File: src/design/dtd_pkg.sv
// dtd_pkg: shared constants, register map and request types of the double talk detector
// no dependencies; imported by every module of the block
`default_nettype none

package dtd_pkg;

  localparam int unsigned NUM_BANDS = 8;
  localparam int unsigned MEAN_LEN  = 16;
  localparam int unsigned MIN_LEN   = 32;

  localparam int unsigned DATA_W      = 32;
  localparam int unsigned ACC_W       = 40;
  localparam int unsigned PROD_W      = 48;
  localparam int unsigned ALPHA_W     = 15;
  localparam int unsigned FACTOR_W    = 16;
  localparam int unsigned FACTOR_FRAC = 8;
  localparam int unsigned HANG_W      = 8;
  localparam int unsigned FRAME_CNT_W = 10;

  localparam int unsigned BAND_CNT_W  = $clog2(NUM_BANDS + 1);
  localparam int unsigned MEAN_AW     = (MEAN_LEN > 1) ? $clog2(MEAN_LEN) : 1;
  localparam int unsigned MEAN_FILL_W = $clog2(MEAN_LEN + 1);
  localparam int unsigned MEAN_SUM_W  = DATA_W + $clog2(MEAN_LEN);
  localparam int unsigned MIN_AW      = (MIN_LEN > 1) ? $clog2(MIN_LEN) : 1;
  localparam int unsigned MIN_CNT_W   = $clog2(MIN_LEN + 1);

  // register map
  localparam int unsigned NUM_REGS  = 5;
  localparam int unsigned REG_IDX_W = $clog2(NUM_REGS);
  localparam int unsigned PADDR_W   = REG_IDX_W + 2;
  localparam int unsigned PDATA_W   = 32;

  localparam logic [REG_IDX_W-1:0] REG_ALPHA    = REG_IDX_W'(0);
  localparam logic [REG_IDX_W-1:0] REG_FACTOR   = REG_IDX_W'(1);
  localparam logic [REG_IDX_W-1:0] REG_FLOOR    = REG_IDX_W'(2);
  localparam logic [REG_IDX_W-1:0] REG_HANGOVER = REG_IDX_W'(3);
  localparam logic [REG_IDX_W-1:0] REG_STARTUP  = REG_IDX_W'(4);

  localparam logic [ALPHA_W-1:0]     RST_ALPHA    = ALPHA_W'(29491);
  localparam logic [FACTOR_W-1:0]    RST_FACTOR   = FACTOR_W'(512);
  localparam logic [DATA_W-1:0]      RST_FLOOR    = DATA_W'(1024);
  localparam logic [HANG_W-1:0]      RST_HANGOVER = HANG_W'(10);
  localparam logic [FRAME_CNT_W-1:0] RST_STARTUP  = FRAME_CNT_W'(100);

  // talk status codes
  localparam logic [1:0] TALK_FAR_END  = 2'd0;
  localparam logic [1:0] TALK_DOUBLE   = 2'd1;
  localparam logic [1:0] TALK_NEAR_END = 2'd2;

  typedef struct packed {
    logic [ALPHA_W-1:0]     smoothing_alpha;
    logic [FACTOR_W-1:0]    threshold_factor;
    logic [DATA_W-1:0]      threshold_floor;
    logic [HANG_W-1:0]      hangover_frames;
    logic [FRAME_CNT_W-1:0] startup_frames;
  } cfg_t;

  typedef struct packed {
    logic [DATA_W-1:0] bin_power;
    logic [DATA_W-1:0] bin_noise;
    logic              band_end;
    logic              far_end_active;
  } in_req_t;

  typedef struct packed {
    logic [1:0]        talk_status;
    logic [DATA_W-1:0] smoothed_energy;
    logic [DATA_W-1:0] detect_threshold;
  } out_rsp_t;

  typedef struct packed {
    logic [DATA_W-1:0] avg;
    logic              far_end_active;
  } frame_t;

endpackage

`default_nettype wire

File: src/design/double_talk_detector.sv
// double_talk_detector: top level of the residual energy double talk detector
// depends on dtd_pkg, dtd_regs, dtd_accum and dtd_frame
//
// Input channel: one request per frequency bin (power, noise, band end mark and
// far end flag), accepted when in_valid_i is high and in_stall_o is low.
// Bins are taken one per cycle while in_stall_o is low. The bin that closes the
// last band of a frame starts the frame work; in_stall_o then stays high while
// that bin passes the band-close, difference and frame-average registers and the
// frame state machine runs, so a frame of N bins costs its N bins plus that work.
// Output channel: one response per frame (talk status, smoothed energy,
// threshold), held in an output register until out_stall_i is low. The
// response is registered in the last frame state, after a minimum-window scan
// once every window is full; the scan reads one window entry per cycle from its
// memory. A stalled response blocks only the next frame's result; bins keep
// flowing until the next frame closes.
// Configuration: APB-style port, registers at byte offsets 0, 4, 8, 12, 16;
// write only while no frame is in progress. pready is always high.
// Reset: rst_ni clears all accumulators, windows (through fill counts, no
// clearing pass), counters and the output valid flag, and loads the register defaults.
`default_nettype none

module double_talk_detector import dtd_pkg::*; (
  input  logic               clk_i,
  input  logic               rst_ni,
  input  logic               in_valid_i,
  input  in_req_t            in_req_i,
  output logic               in_stall_o,
  output logic               out_valid_o,
  input  logic               out_stall_i,
  output out_rsp_t           out_rsp_o,
  input  logic               psel,
  input  logic               penable,
  input  logic               pwrite,
  input  logic [PADDR_W-1:0] paddr,
  input  logic [PDATA_W-1:0] pwdata,
  output logic [PDATA_W-1:0] prdata,
  output logic               pready
);

  cfg_t   cfg;
  logic   frame_busy;
  logic   frame_vld;
  frame_t frame;

  dtd_regs u_regs (
    .clk_i   (clk_i),
    .rst_ni  (rst_ni),
    .psel    (psel),
    .penable (penable),
    .pwrite  (pwrite),
    .paddr   (paddr),
    .pwdata  (pwdata),
    .prdata  (prdata),
    .pready  (pready),
    .cfg_o   (cfg)
  );

  dtd_accum u_accum (
    .clk_i        (clk_i),
    .rst_ni       (rst_ni),
    .in_valid_i   (in_valid_i),
    .in_req_i     (in_req_i),
    .in_stall_o   (in_stall_o),
    .frame_busy_i (frame_busy),
    .frame_vld_o  (frame_vld),
    .frame_o      (frame)
  );

  dtd_frame u_frame (
    .clk_i       (clk_i),
    .rst_ni      (rst_ni),
    .cfg_i       (cfg),
    .frame_vld_i (frame_vld),
    .frame_i     (frame),
    .busy_o      (frame_busy),
    .out_valid_o (out_valid_o),
    .out_stall_i (out_stall_i),
    .out_rsp_o   (out_rsp_o)
  );

endmodule

`default_nettype wire

File: src/design/dtd_regs.sv
// dtd_regs: APB-style configuration registers
// depends on dtd_pkg
`default_nettype none

module dtd_regs import dtd_pkg::*; (
  input  logic               clk_i,
  input  logic               rst_ni,
  input  logic               psel,
  input  logic               penable,
  input  logic               pwrite,
  input  logic [PADDR_W-1:0] paddr,
  input  logic [PDATA_W-1:0] pwdata,
  output logic [PDATA_W-1:0] prdata,
  output logic               pready,
  output cfg_t               cfg_o
);

  cfg_t                 cfg_q, cfg_d;
  logic [REG_IDX_W-1:0] reg_idx;
  logic                 wr_en;

  assign reg_idx = paddr[PADDR_W-1:2];
  assign wr_en   = psel & penable & pwrite;
  assign pready  = 1'b1;
  assign cfg_o   = cfg_q;

  always_comb begin
    cfg_d = cfg_q;
    if (wr_en) begin
      unique case (reg_idx)
        REG_ALPHA:    cfg_d.smoothing_alpha  = pwdata[ALPHA_W-1:0];
        REG_FACTOR:   cfg_d.threshold_factor = pwdata[FACTOR_W-1:0];
        REG_FLOOR:    cfg_d.threshold_floor  = pwdata[DATA_W-1:0];
        REG_HANGOVER: cfg_d.hangover_frames  = pwdata[HANG_W-1:0];
        REG_STARTUP:  cfg_d.startup_frames   = pwdata[FRAME_CNT_W-1:0];
        default:      cfg_d = cfg_q;
      endcase
    end
  end

  always_comb begin
    unique case (reg_idx)
      REG_ALPHA:    prdata = PDATA_W'(cfg_q.smoothing_alpha);
      REG_FACTOR:   prdata = PDATA_W'(cfg_q.threshold_factor);
      REG_FLOOR:    prdata = PDATA_W'(cfg_q.threshold_floor);
      REG_HANGOVER: prdata = PDATA_W'(cfg_q.hangover_frames);
      REG_STARTUP:  prdata = PDATA_W'(cfg_q.startup_frames);
      default:      prdata = '0;
    endcase
  end

  always_ff @(posedge clk_i or negedge rst_ni) begin
    if (!rst_ni) begin
      cfg_q <= '{smoothing_alpha:  RST_ALPHA,
                 threshold_factor: RST_FACTOR,
                 threshold_floor:  RST_FLOOR,
                 hangover_frames:  RST_HANGOVER,
                 startup_frames:   RST_STARTUP};
    end else begin
      cfg_q <= cfg_d;
    end
  end

endmodule

`default_nettype wire

File: src/design/dtd_accum.sv
// dtd_accum: band and frame energy accumulation pipeline
// depends on dtd_pkg; hands one frame average at a time to dtd_frame
`default_nettype none

module dtd_accum import dtd_pkg::*; (
  input  logic    clk_i,
  input  logic    rst_ni,
  input  logic    in_valid_i,
  input  in_req_t in_req_i,
  output logic    in_stall_o,
  input  logic    frame_busy_i,
  output logic    frame_vld_o,
  output frame_t  frame_o
);

  logic                  in_acc;
  logic [ACC_W-1:0]      pw_acc_q, nz_acc_q;
  logic [ACC_W:0]        pw_sum, nz_sum;
  logic [ACC_W-1:0]      pw_sat, nz_sat;
  logic [BAND_CNT_W-1:0] band_cnt_q;
  logic                  band_last;

  // stage 1: closed band sums
  logic                  close_vld_q, close_last_q, close_far_q;
  logic [ACC_W-1:0]      close_pw_q, close_nz_q;
  // stage 2: clipped band difference
  logic [ACC_W:0]        diff_full;
  logic [ACC_W-1:0]      diff, diff_q;
  logic                  diff_vld_q, diff_last_q, diff_far_q;
  // stage 3: frame energy
  logic [ACC_W-1:0]      frame_acc_q, frame_total_q;
  logic [ACC_W:0]        fa_sum;
  logic [ACC_W-1:0]      fa_sat, total_div;
  logic                  frame_vld_q, frame_far_q;

  assign in_stall_o = frame_busy_i | (close_vld_q & close_last_q) | diff_last_q | frame_vld_q;
  assign in_acc     = in_valid_i & ~in_stall_o;

  assign pw_sum    = {1'b0, pw_acc_q} + (ACC_W+1)'(in_req_i.bin_power);
  assign nz_sum    = {1'b0, nz_acc_q} + (ACC_W+1)'(in_req_i.bin_noise);
  assign pw_sat    = pw_sum[ACC_W] ? '1 : pw_sum[ACC_W-1:0];
  assign nz_sat    = nz_sum[ACC_W] ? '1 : nz_sum[ACC_W-1:0];
  assign band_last = (band_cnt_q == BAND_CNT_W'(NUM_BANDS - 1));

  assign diff_full = {1'b0, close_pw_q} - {1'b0, close_nz_q};
  assign diff      = diff_full[ACC_W] ? '0 : diff_full[ACC_W-1:0];

  assign fa_sum    = {1'b0, frame_acc_q} + {1'b0, diff_q};
  assign fa_sat    = fa_sum[ACC_W] ? '1 : fa_sum[ACC_W-1:0];

  assign total_div              = frame_total_q / ACC_W'(NUM_BANDS);
  assign frame_vld_o            = frame_vld_q;
  assign frame_o.avg            = (|total_div[ACC_W-1:DATA_W]) ? '1 : total_div[DATA_W-1:0];
  assign frame_o.far_end_active = frame_far_q;

  always_ff @(posedge clk_i or negedge rst_ni) begin
    if (!rst_ni) begin
      pw_acc_q     <= '0;
      nz_acc_q     <= '0;
      band_cnt_q   <= '0;
      close_vld_q  <= 1'b0;
      close_last_q <= 1'b0;
      diff_vld_q   <= 1'b0;
      diff_last_q  <= 1'b0;
      frame_acc_q  <= '0;
      frame_vld_q  <= 1'b0;
    end else begin
      if (in_acc) begin
        if (in_req_i.band_end) begin
          pw_acc_q   <= '0;
          nz_acc_q   <= '0;
          band_cnt_q <= band_last ? '0 : band_cnt_q + 1'b1;
        end else begin
          pw_acc_q <= pw_sat;
          nz_acc_q <= nz_sat;
        end
      end
      close_vld_q  <= in_acc & in_req_i.band_end;
      close_last_q <= band_last;
      diff_vld_q   <= close_vld_q;
      diff_last_q  <= close_vld_q & close_last_q;
      if (diff_vld_q) begin
        frame_acc_q <= diff_last_q ? '0 : fa_sat;
      end
      frame_vld_q <= diff_vld_q & diff_last_q;
    end
  end

  always_ff @(posedge clk_i) begin
    if (in_acc & in_req_i.band_end) begin
      close_pw_q  <= pw_sat;
      close_nz_q  <= nz_sat;
      close_far_q <= in_req_i.far_end_active;
    end
    if (close_vld_q) begin
      diff_q     <= diff;
      diff_far_q <= close_far_q;
    end
    if (diff_vld_q & diff_last_q) begin
      frame_total_q <= fa_sat;
      frame_far_q   <= diff_far_q;
    end
  end

endmodule

`default_nettype wire

File: src/design/dtd_frame.sv
// dtd_frame: per-frame smoothing, mean and minimum windows, threshold and talk status
// depends on dtd_pkg; window state lives in two synchronous memories
`default_nettype none

module dtd_frame import dtd_pkg::*; (
  input  logic     clk_i,
  input  logic     rst_ni,
  input  cfg_t     cfg_i,
  input  logic     frame_vld_i,
  input  frame_t   frame_i,
  output logic     busy_o,
  output logic     out_valid_o,
  input  logic     out_stall_i,
  output out_rsp_t out_rsp_o
);

  typedef enum logic [8:0] {
    ST_IDLE   = 9'b000000001,
    ST_MUL2   = 9'b000000010,
    ST_SMOOTH = 9'b000000100,
    ST_MEAN   = 9'b000001000,
    ST_MINW   = 9'b000010000,
    ST_SCAN   = 9'b000100000,
    ST_MULT   = 9'b001000000,
    ST_LIMIT  = 9'b010000000,
    ST_STAT   = 9'b100000000
  } frame_state_e;

  frame_state_e state_q, state_d;

  logic [DATA_W-1:0]      avg_q, avg_d;
  logic                   far_q, far_d;
  logic [PROD_W-1:0]      prod_q, prod_d, psum_q, psum_d, sm_sum;
  logic [DATA_W-1:0]      smoothed_q, smoothed_d;
  logic [MEAN_AW-1:0]     mean_head_q, mean_head_d;
  logic [MEAN_FILL_W-1:0] mean_fill_q, mean_fill_d;
  logic [MEAN_SUM_W-1:0]  mean_sum_q, mean_sum_d, mean_old;
  logic [DATA_W-1:0]      mean_val;
  logic [MIN_AW-1:0]      min_head_q, min_head_d;
  logic [MIN_CNT_W-1:0]   min_fill_q, min_fill_d;
  logic [MIN_CNT_W-1:0]   scan_cnt_q, scan_cnt_d;
  logic                   scan_rd_q, scan_rd_d;
  logic [DATA_W-1:0]      min_q, min_d;
  logic [DATA_W-1:0]      thr_q, thr_d, thr_sat;
  logic [HANG_W-1:0]      hang_q, hang_d;
  logic [FRAME_CNT_W-1:0] frame_cnt_q, frame_cnt_d;
  logic                   out_valid_q, out_valid_d;
  out_rsp_t               out_rsp_q, out_rsp_d;

  logic [FACTOR_W-1:0]    mul_a;
  logic [DATA_W-1:0]      mul_b;
  logic [PROD_W-1:0]      mul_p;

  logic                   mean_re, mean_we, min_re, min_we;
  logic [DATA_W-1:0]      mean_rd_q, min_rd_q;
  logic [DATA_W-1:0]      mean_mem [MEAN_LEN];
  logic [DATA_W-1:0]      min_mem  [MIN_LEN];
  logic                   out_free;

  assign busy_o      = (state_q != ST_IDLE);
  assign out_valid_o = out_valid_q;
  assign out_rsp_o   = out_rsp_q;
  assign out_free    = ~out_valid_q | ~out_stall_i;

  // shared multiplier
  always_comb begin
    priority if (state_q == ST_MUL2) begin
      mul_a = FACTOR_W'((ALPHA_W+1)'(1) << ALPHA_W) - FACTOR_W'(cfg_i.smoothing_alpha);
      mul_b = avg_q;
    end else if (state_q == ST_MULT) begin
      mul_a = cfg_i.threshold_factor;
      mul_b = min_q;
    end else begin
      mul_a = FACTOR_W'(cfg_i.smoothing_alpha);
      mul_b = smoothed_q;
    end
  end
  assign mul_p = PROD_W'(mul_a) * PROD_W'(mul_b);

  assign sm_sum   = psum_q + prod_q + (PROD_W'(1) << (ALPHA_W - 1));
  assign mean_old = (mean_fill_q == MEAN_FILL_W'(MEAN_LEN)) ? MEAN_SUM_W'(mean_rd_q) : '0;
  assign mean_val = DATA_W'(mean_sum_q / MEAN_SUM_W'(MEAN_LEN));
  assign thr_sat  = (|prod_q[PROD_W-1:DATA_W+FACTOR_FRAC]) ? '1
                                                           : prod_q[FACTOR_FRAC +: DATA_W];

  assign mean_re = (state_q == ST_IDLE) & frame_vld_i;
  assign mean_we = (state_q == ST_MEAN);
  assign min_we  = (state_q == ST_MINW);
  assign min_re  = (state_q == ST_SCAN) & (scan_cnt_q != MIN_CNT_W'(MIN_LEN));

  always_ff @(posedge clk_i) begin
    if (mean_we) begin
      mean_mem[mean_head_q] <= smoothed_q;
    end
    if (mean_re) begin
      mean_rd_q <= mean_mem[mean_head_q];
    end
  end

  always_ff @(posedge clk_i) begin
    if (min_we) begin
      min_mem[min_head_q] <= mean_val;
    end
    if (min_re) begin
      min_rd_q <= min_mem[scan_cnt_q[MIN_AW-1:0]];
    end
  end

  always_comb begin
    state_d     = state_q;
    avg_d       = avg_q;
    far_d       = far_q;
    prod_d      = prod_q;
    psum_d      = psum_q;
    smoothed_d  = smoothed_q;
    mean_head_d = mean_head_q;
    mean_fill_d = mean_fill_q;
    mean_sum_d  = mean_sum_q;
    min_head_d  = min_head_q;
    min_fill_d  = min_fill_q;
    scan_cnt_d  = scan_cnt_q;
    scan_rd_d   = scan_rd_q;
    min_d       = min_q;
    thr_d       = thr_q;
    hang_d      = hang_q;
    frame_cnt_d = frame_cnt_q;
    out_valid_d = out_valid_q & out_stall_i;
    out_rsp_d   = out_rsp_q;

    unique case (state_q)
      ST_IDLE: begin
        if (frame_vld_i) begin
          avg_d   = frame_i.avg;
          far_d   = frame_i.far_end_active;
          prod_d  = mul_p;
          state_d = ST_MUL2;
        end
      end
      ST_MUL2: begin
        psum_d  = prod_q;
        prod_d  = mul_p;
        state_d = ST_SMOOTH;
      end
      ST_SMOOTH: begin
        smoothed_d = sm_sum[ALPHA_W +: DATA_W];
        state_d    = ST_MEAN;
      end
      ST_MEAN: begin
        mean_sum_d  = mean_sum_q - mean_old + MEAN_SUM_W'(smoothed_q);
        mean_head_d = (mean_head_q == MEAN_AW'(MEAN_LEN - 1)) ? '0 : mean_head_q + 1'b1;
        if (mean_fill_q != MEAN_FILL_W'(MEAN_LEN)) begin
          mean_fill_d = mean_fill_q + 1'b1;
        end
        state_d = ST_MINW;
      end
      ST_MINW: begin
        min_head_d = (min_head_q == MIN_AW'(MIN_LEN - 1)) ? '0 : min_head_q + 1'b1;
        if (min_fill_q != MIN_CNT_W'(MIN_LEN)) begin
          min_fill_d = min_fill_q + 1'b1;
        end
        scan_cnt_d = '0;
        scan_rd_d  = 1'b0;
        // an unwritten entry counts as zero, so the minimum is zero
        if (min_fill_q >= MIN_CNT_W'(MIN_LEN - 1)) begin
          min_d   = '1;
          state_d = ST_SCAN;
        end else begin
          min_d   = '0;
          state_d = ST_MULT;
        end
      end
      ST_SCAN: begin
        scan_rd_d = min_re;
        if (min_re) begin
          scan_cnt_d = scan_cnt_q + 1'b1;
        end
        if (scan_rd_q && (min_rd_q < min_q)) begin
          min_d = min_rd_q;
        end
        if (!min_re && !scan_rd_q) begin
          state_d = ST_MULT;
        end
      end
      ST_MULT: begin
        prod_d  = mul_p;
        state_d = ST_LIMIT;
      end
      ST_LIMIT: begin
        thr_d   = (thr_sat < cfg_i.threshold_floor) ? cfg_i.threshold_floor : thr_sat;
        state_d = ST_STAT;
      end
      ST_STAT: begin
        if (out_free) begin
          out_rsp_d.smoothed_energy  = smoothed_q;
          out_rsp_d.detect_threshold = thr_q;
          if (frame_cnt_q < cfg_i.startup_frames) begin
            frame_cnt_d           = frame_cnt_q + 1'b1;
            out_rsp_d.talk_status = TALK_FAR_END;
          end else begin
            if (smoothed_q > thr_q) begin
              hang_d = cfg_i.hangover_frames;
            end else if (hang_q != '0) begin
              hang_d = hang_q - 1'b1;
            end
            if ((hang_d != '0) && far_q) begin
              out_rsp_d.talk_status = TALK_DOUBLE;
            end else if (!far_q) begin
              out_rsp_d.talk_status = TALK_NEAR_END;
            end else begin
              out_rsp_d.talk_status = TALK_FAR_END;
            end
          end
          out_valid_d = 1'b1;
          state_d     = ST_IDLE;
        end
      end
      default: state_d = ST_IDLE;
    endcase
  end

  always_ff @(posedge clk_i or negedge rst_ni) begin
    if (!rst_ni) begin
      state_q     <= ST_IDLE;
      smoothed_q  <= '0;
      mean_head_q <= '0;
      mean_fill_q <= '0;
      mean_sum_q  <= '0;
      min_head_q  <= '0;
      min_fill_q  <= '0;
      scan_cnt_q  <= '0;
      scan_rd_q   <= 1'b0;
      hang_q      <= '0;
      frame_cnt_q <= '0;
      out_valid_q <= 1'b0;
    end else begin
      state_q     <= state_d;
      smoothed_q  <= smoothed_d;
      mean_head_q <= mean_head_d;
      mean_fill_q <= mean_fill_d;
      mean_sum_q  <= mean_sum_d;
      min_head_q  <= min_head_d;
      min_fill_q  <= min_fill_d;
      scan_cnt_q  <= scan_cnt_d;
      scan_rd_q   <= scan_rd_d;
      hang_q      <= hang_d;
      frame_cnt_q <= frame_cnt_d;
      out_valid_q <= out_valid_d;
    end
  end

  always_ff @(posedge clk_i) begin
    avg_q     <= avg_d;
    far_q     <= far_d;
    prod_q    <= prod_d;
    psum_q    <= psum_d;
    min_q     <= min_d;
    thr_q     <= thr_d;
    out_rsp_q <= out_rsp_d;
  end

endmodule

`default_nettype wire

File: config.mk
export PLATFORM = sky130hd
export DESIGN_NAME = double_talk_detector
export DESIGN_NICKNAME = d
export VERILOG_FILES = /design/src/design/dtd_pkg.sv /design/src/design/double_talk_detector.sv /design/src/design/dtd_regs.sv /design/src/design/dtd_accum.sv /design/src/design/dtd_frame.sv
export SDC_FILE = /design/constraint.sdc
export NUM_CORES = 2
export LEC_CHECK = 0
export ABC_AREA = 1
export BUFFER_PORTS_ARGS = -buffer_cell sky130_fd_sc_hd__buf_2
export CAP_MARGIN = 20
export CORE_MARGIN = 4
export CORE_UTILIZATION = 40
export CTS_BUF_LIST = sky130_fd_sc_hd__clkbuf_16
export DETAILED_ROUTE_END_ITERATION = 16
export PLACE_DENSITY = 0.68
export SETUP_SLACK_MARGIN = 0.1
export SLEW_MARGIN = 0
export SYNTH_ARGS = -nofsm -noshare
export SYNTH_HDL_FRONTEND = slang
export SYNTH_SLANG_ARGS = --single-unit
File: constraint.sdc
create_clock -name clk_i -period 7.09 [get_ports clk_i]
set_input_delay 1.418 -clock clk_i [delete_from_list [all_inputs] [get_ports clk_i]]
set_output_delay 1.418 -clock clk_i [all_outputs]
set_load 0.1 [all_outputs]
==> flow_metrics.tcl <==
set metrics [dict create \
    cts.sinks 2351 \
    ctsHoldBuffers 0 \
    hold_viol 0 \
    place.gp.congestion 0.952 \
    die_area_sq_um 325000 \
    htreeDepth 4 \
    p_leak_nw 62.0 \
    stdcell_area_sq_um 147000 \
    fp.dieH_um 570 \
    synth_edf_count 2018 \
    final.setup.worst_slack_ns -0.0589 \
    tightest_slew_ns 1.29 \
    start_util 0.401 \
    netlist_area_sq_um 126000 \
    wl_met1_mm 160 \
    ir_worst_vdd_mv 0.243 \
    drive_gt1_frac 0.143 \
    fmax_mhz 140 \
    vias_per_cell 5.43 \
    drt-initial-drc-count 10700 \
    synth_top_cell_area_share 0.480 \
    area_growth_syn_to_layout_pct 16.6 \
    synthArstFlopShare 0.142 \
    placementRows 206 \
    synth_nets 13600 \
    via_count 95600 \
    insertion_delay_ns 0.92 \
    cp_max_fo 6 \
    antenna_found_initial 9 \
    outcome "complete, but fails checks" \
    port_buffers 207 \
    synthCells 12600 \
    grt_pass1_vias 90500 \
    skew_ns 0.0952 \
    cts_buffers 240 \
    slew_violations 0 \
    cts_root_buf "clkbuf_16" \
    synth_top_cells_by_area "edfxtp_1 (48%), fa_1 (7.2%), nand2_1 (6.6%)" \
    r2r-start "u_frame.state_q[6]" \
    yosys_warnings 0 \
    synth_common_cells "nand2_1 (2232), edfxtp_1 (2018), nor2_1 (1691)" \
    synth_area_per_cell_sq_um 10.0 \
    wl_per_cell_um 21.5 \
    route.detailed.drc 0 \
    fp.dieW_um 570 \
    multi_input_area_sq_um 52100 \
    cp-startpoint "u_frame.state_q[6]" \
    rsz0062_at_grt "true" \
    dp_cells 17000 \
    cp.required_ns 7.71 \
    min_period_ns 7.15 \
    coreArea_sq_um 315000 \
    cp_slowest_stage_delay_ns 0.56 \
    grt_max_degree 260 \
    pre_cts_slack_ns -0.265 \
    whs_ns 0.427 \
    placed_area_sq_um 136000 \
    grt_pass1_wl_mm 559 \
    cp.arrival_ns 7.77 \
    power.density_nw_per_um2 255 \
    yosys.area.top_type "edfxtp_1" \
    clock_path_buffers 4 \
    endpoint_kind "flip-flop" \
    cts_tree "done" \
    instances_no_fill 17600 \
    fillCellCount 28500 \
    ios 211 \
    yosysMostFrequentCell "nand2_1" \
    finalNetCount 14300 \
    slew_headroom 0.142 \
    maxCapViolCount 0 \
    seq_area_sq_um 69000 \
    power_mw 37.5 \
    startpoint_type "flip-flop" \
    violations "setup timing" \
    cpMostUsedCell "fa_1" \
    tns_ns -0.159 \
    yosys_most_used_dff "edfxtp_1" \
    grt_overflow_total 0 \
    clk_pin_slew_worst_paths_ns 0.08 \
    grt_usage 0.224 \
    antenna_left 0 \
    post-route-util 0.468 \
    dr.pass1.iters 8 \
    synth_cell_types 77 \
    cpMaxStageDelayCell "fa_1" \
    drt-total-wl_mm 379 \
    setup_viol 5 \
    critPathKind "reg2reg" \
    top_layer "met5" \
    met3_length_mm 32.9 \
    worst_hold_path_type "in2async" \
    place_hpwl_mm 257 \
    post-route-period-util 1.01 \
    dr_wl_met2_mm 172 \
    ys_seq_area_frac 0.546 \
    ys_ff_latch 2351 \
]
per-layer routing:
metal	vias to the layer above	global-route usage
li1	44000	-
met1	46700	0.316
met2	4260	0.353
met3	649	0.0371
met4	6	0.0750
met5	-	0.00193
placed cells by master (no fill, tap or decap), types with 310 or more instances in the layout:
| master | n |
|---|---|
| nand2_1 | 2170 |
| edfxtp_1 | 2018 |
| nor2_1 | 1566 |
| inv_1 | 1417 |
| o21ai_0 | 1234 |
| buf_4 | 592 |
| o22ai_1 | 485 |
| ha_1 | 481 |
| a21oi_1 | 444 |
| fa_1 | 423 |
| nand3_1 | 334 |
| dfrtp_1 | 310 |
logic make-up (layout without fill, tap and decap cells):
kind of cell	after synthesis	after routing	synth area share
simple gates	4580	4580	0.146
compound gates	2526	2526	0.112
flops	2351	2351	0.546
buf+inv	1968	2857	0.0607
fa+ha+maj	966	966	0.123
xor+xnor	173	173	0.0120
mux	2	2	0.000168
other cells	1	6	0.0000297
worst paths after layout:
kind                                     endpoint  slack [ns]  cells past startpoint
min in group clk_i             u_accum.diff_far_q        0.43                      0
setup reg to reg               u_frame.prod_q[31]       -0.06                     34
hold / removal               u_accum.pw_acc_q[30]        0.43                      1
setup / recovery               u_frame.prod_q[31]       -0.06                     34
max in group asynchronous  u_frame.mean_head_q[0]        5.17                      2
hold reg to reg                u_accum.diff_far_q        0.43                      0
final cells by class:
type | count | share of cell area
clock inverters | 191 | 0.00890
diodes | 5 | 0.0000850
clock buffers | 247 | 0.0420
flip-flops and latches | 2351 | 0.468
multi-input cells | 8248 | 0.354
repair buffers | 940 | 0.0535
inverters | 1479 | 0.0382
well taps | 4160 | 0.0354
registers in the layout (all words and copies together), names as in the netlist, 9 cells and up:
register / count
u_accum.close_nz_q: 40
u_accum.close_pw_q: 40
u_accum.diff_q: 40
u_accum.frame_acc_q: 40
u_accum.frame_total_q: 37
u_accum.nz_acc_q: 40
u_accum.pw_acc_q: 40
u_frame.avg_q: 32
u_frame.frame_cnt_q: 10
u_frame.mean_mem: 512
u_frame.mean_rd_q: 32
u_frame.mean_sum_q: 36
u_frame.min_mem: 1024
u_frame.min_q: 32
u_frame.min_rd_q: 32
u_frame.out_rsp_o: 66
u_frame.prod_q: 48
u_frame.psum_q: 47
u_frame.smoothed_q: 32
u_frame.state_q: 9
u_frame.thr_q: 32
u_regs.cfg_o: 81
report_power, final:
group / internal (mW) / leakage [nW] / switching (mW)
clock network: 6.78 / 3.83 / 5.34
logic: 2.81 / 34.1 / 6.10
registers: 15.9 / 24.1 / 0.570
total: 25.5 / 62.0 / 12.0
critical path: cells and delay by family (launching register included):
kind            cells  cell delay [ns]
fa+ha+maj           7             3.42
buf+inv            13             1.35
compound gates      6             0.88
simple gates        7             0.69
flops               1             0.39
xor+xnor            1             0.14
repair_timing:
item	4_1_cts	5_1_grt
setup buffers	23	89
gates resized for setup	173	433
gates cloned	1	7
setup endpoints to repair	31	36
pin swaps	42	180
No activity file was read; power rests on OpenSTA's default activity.
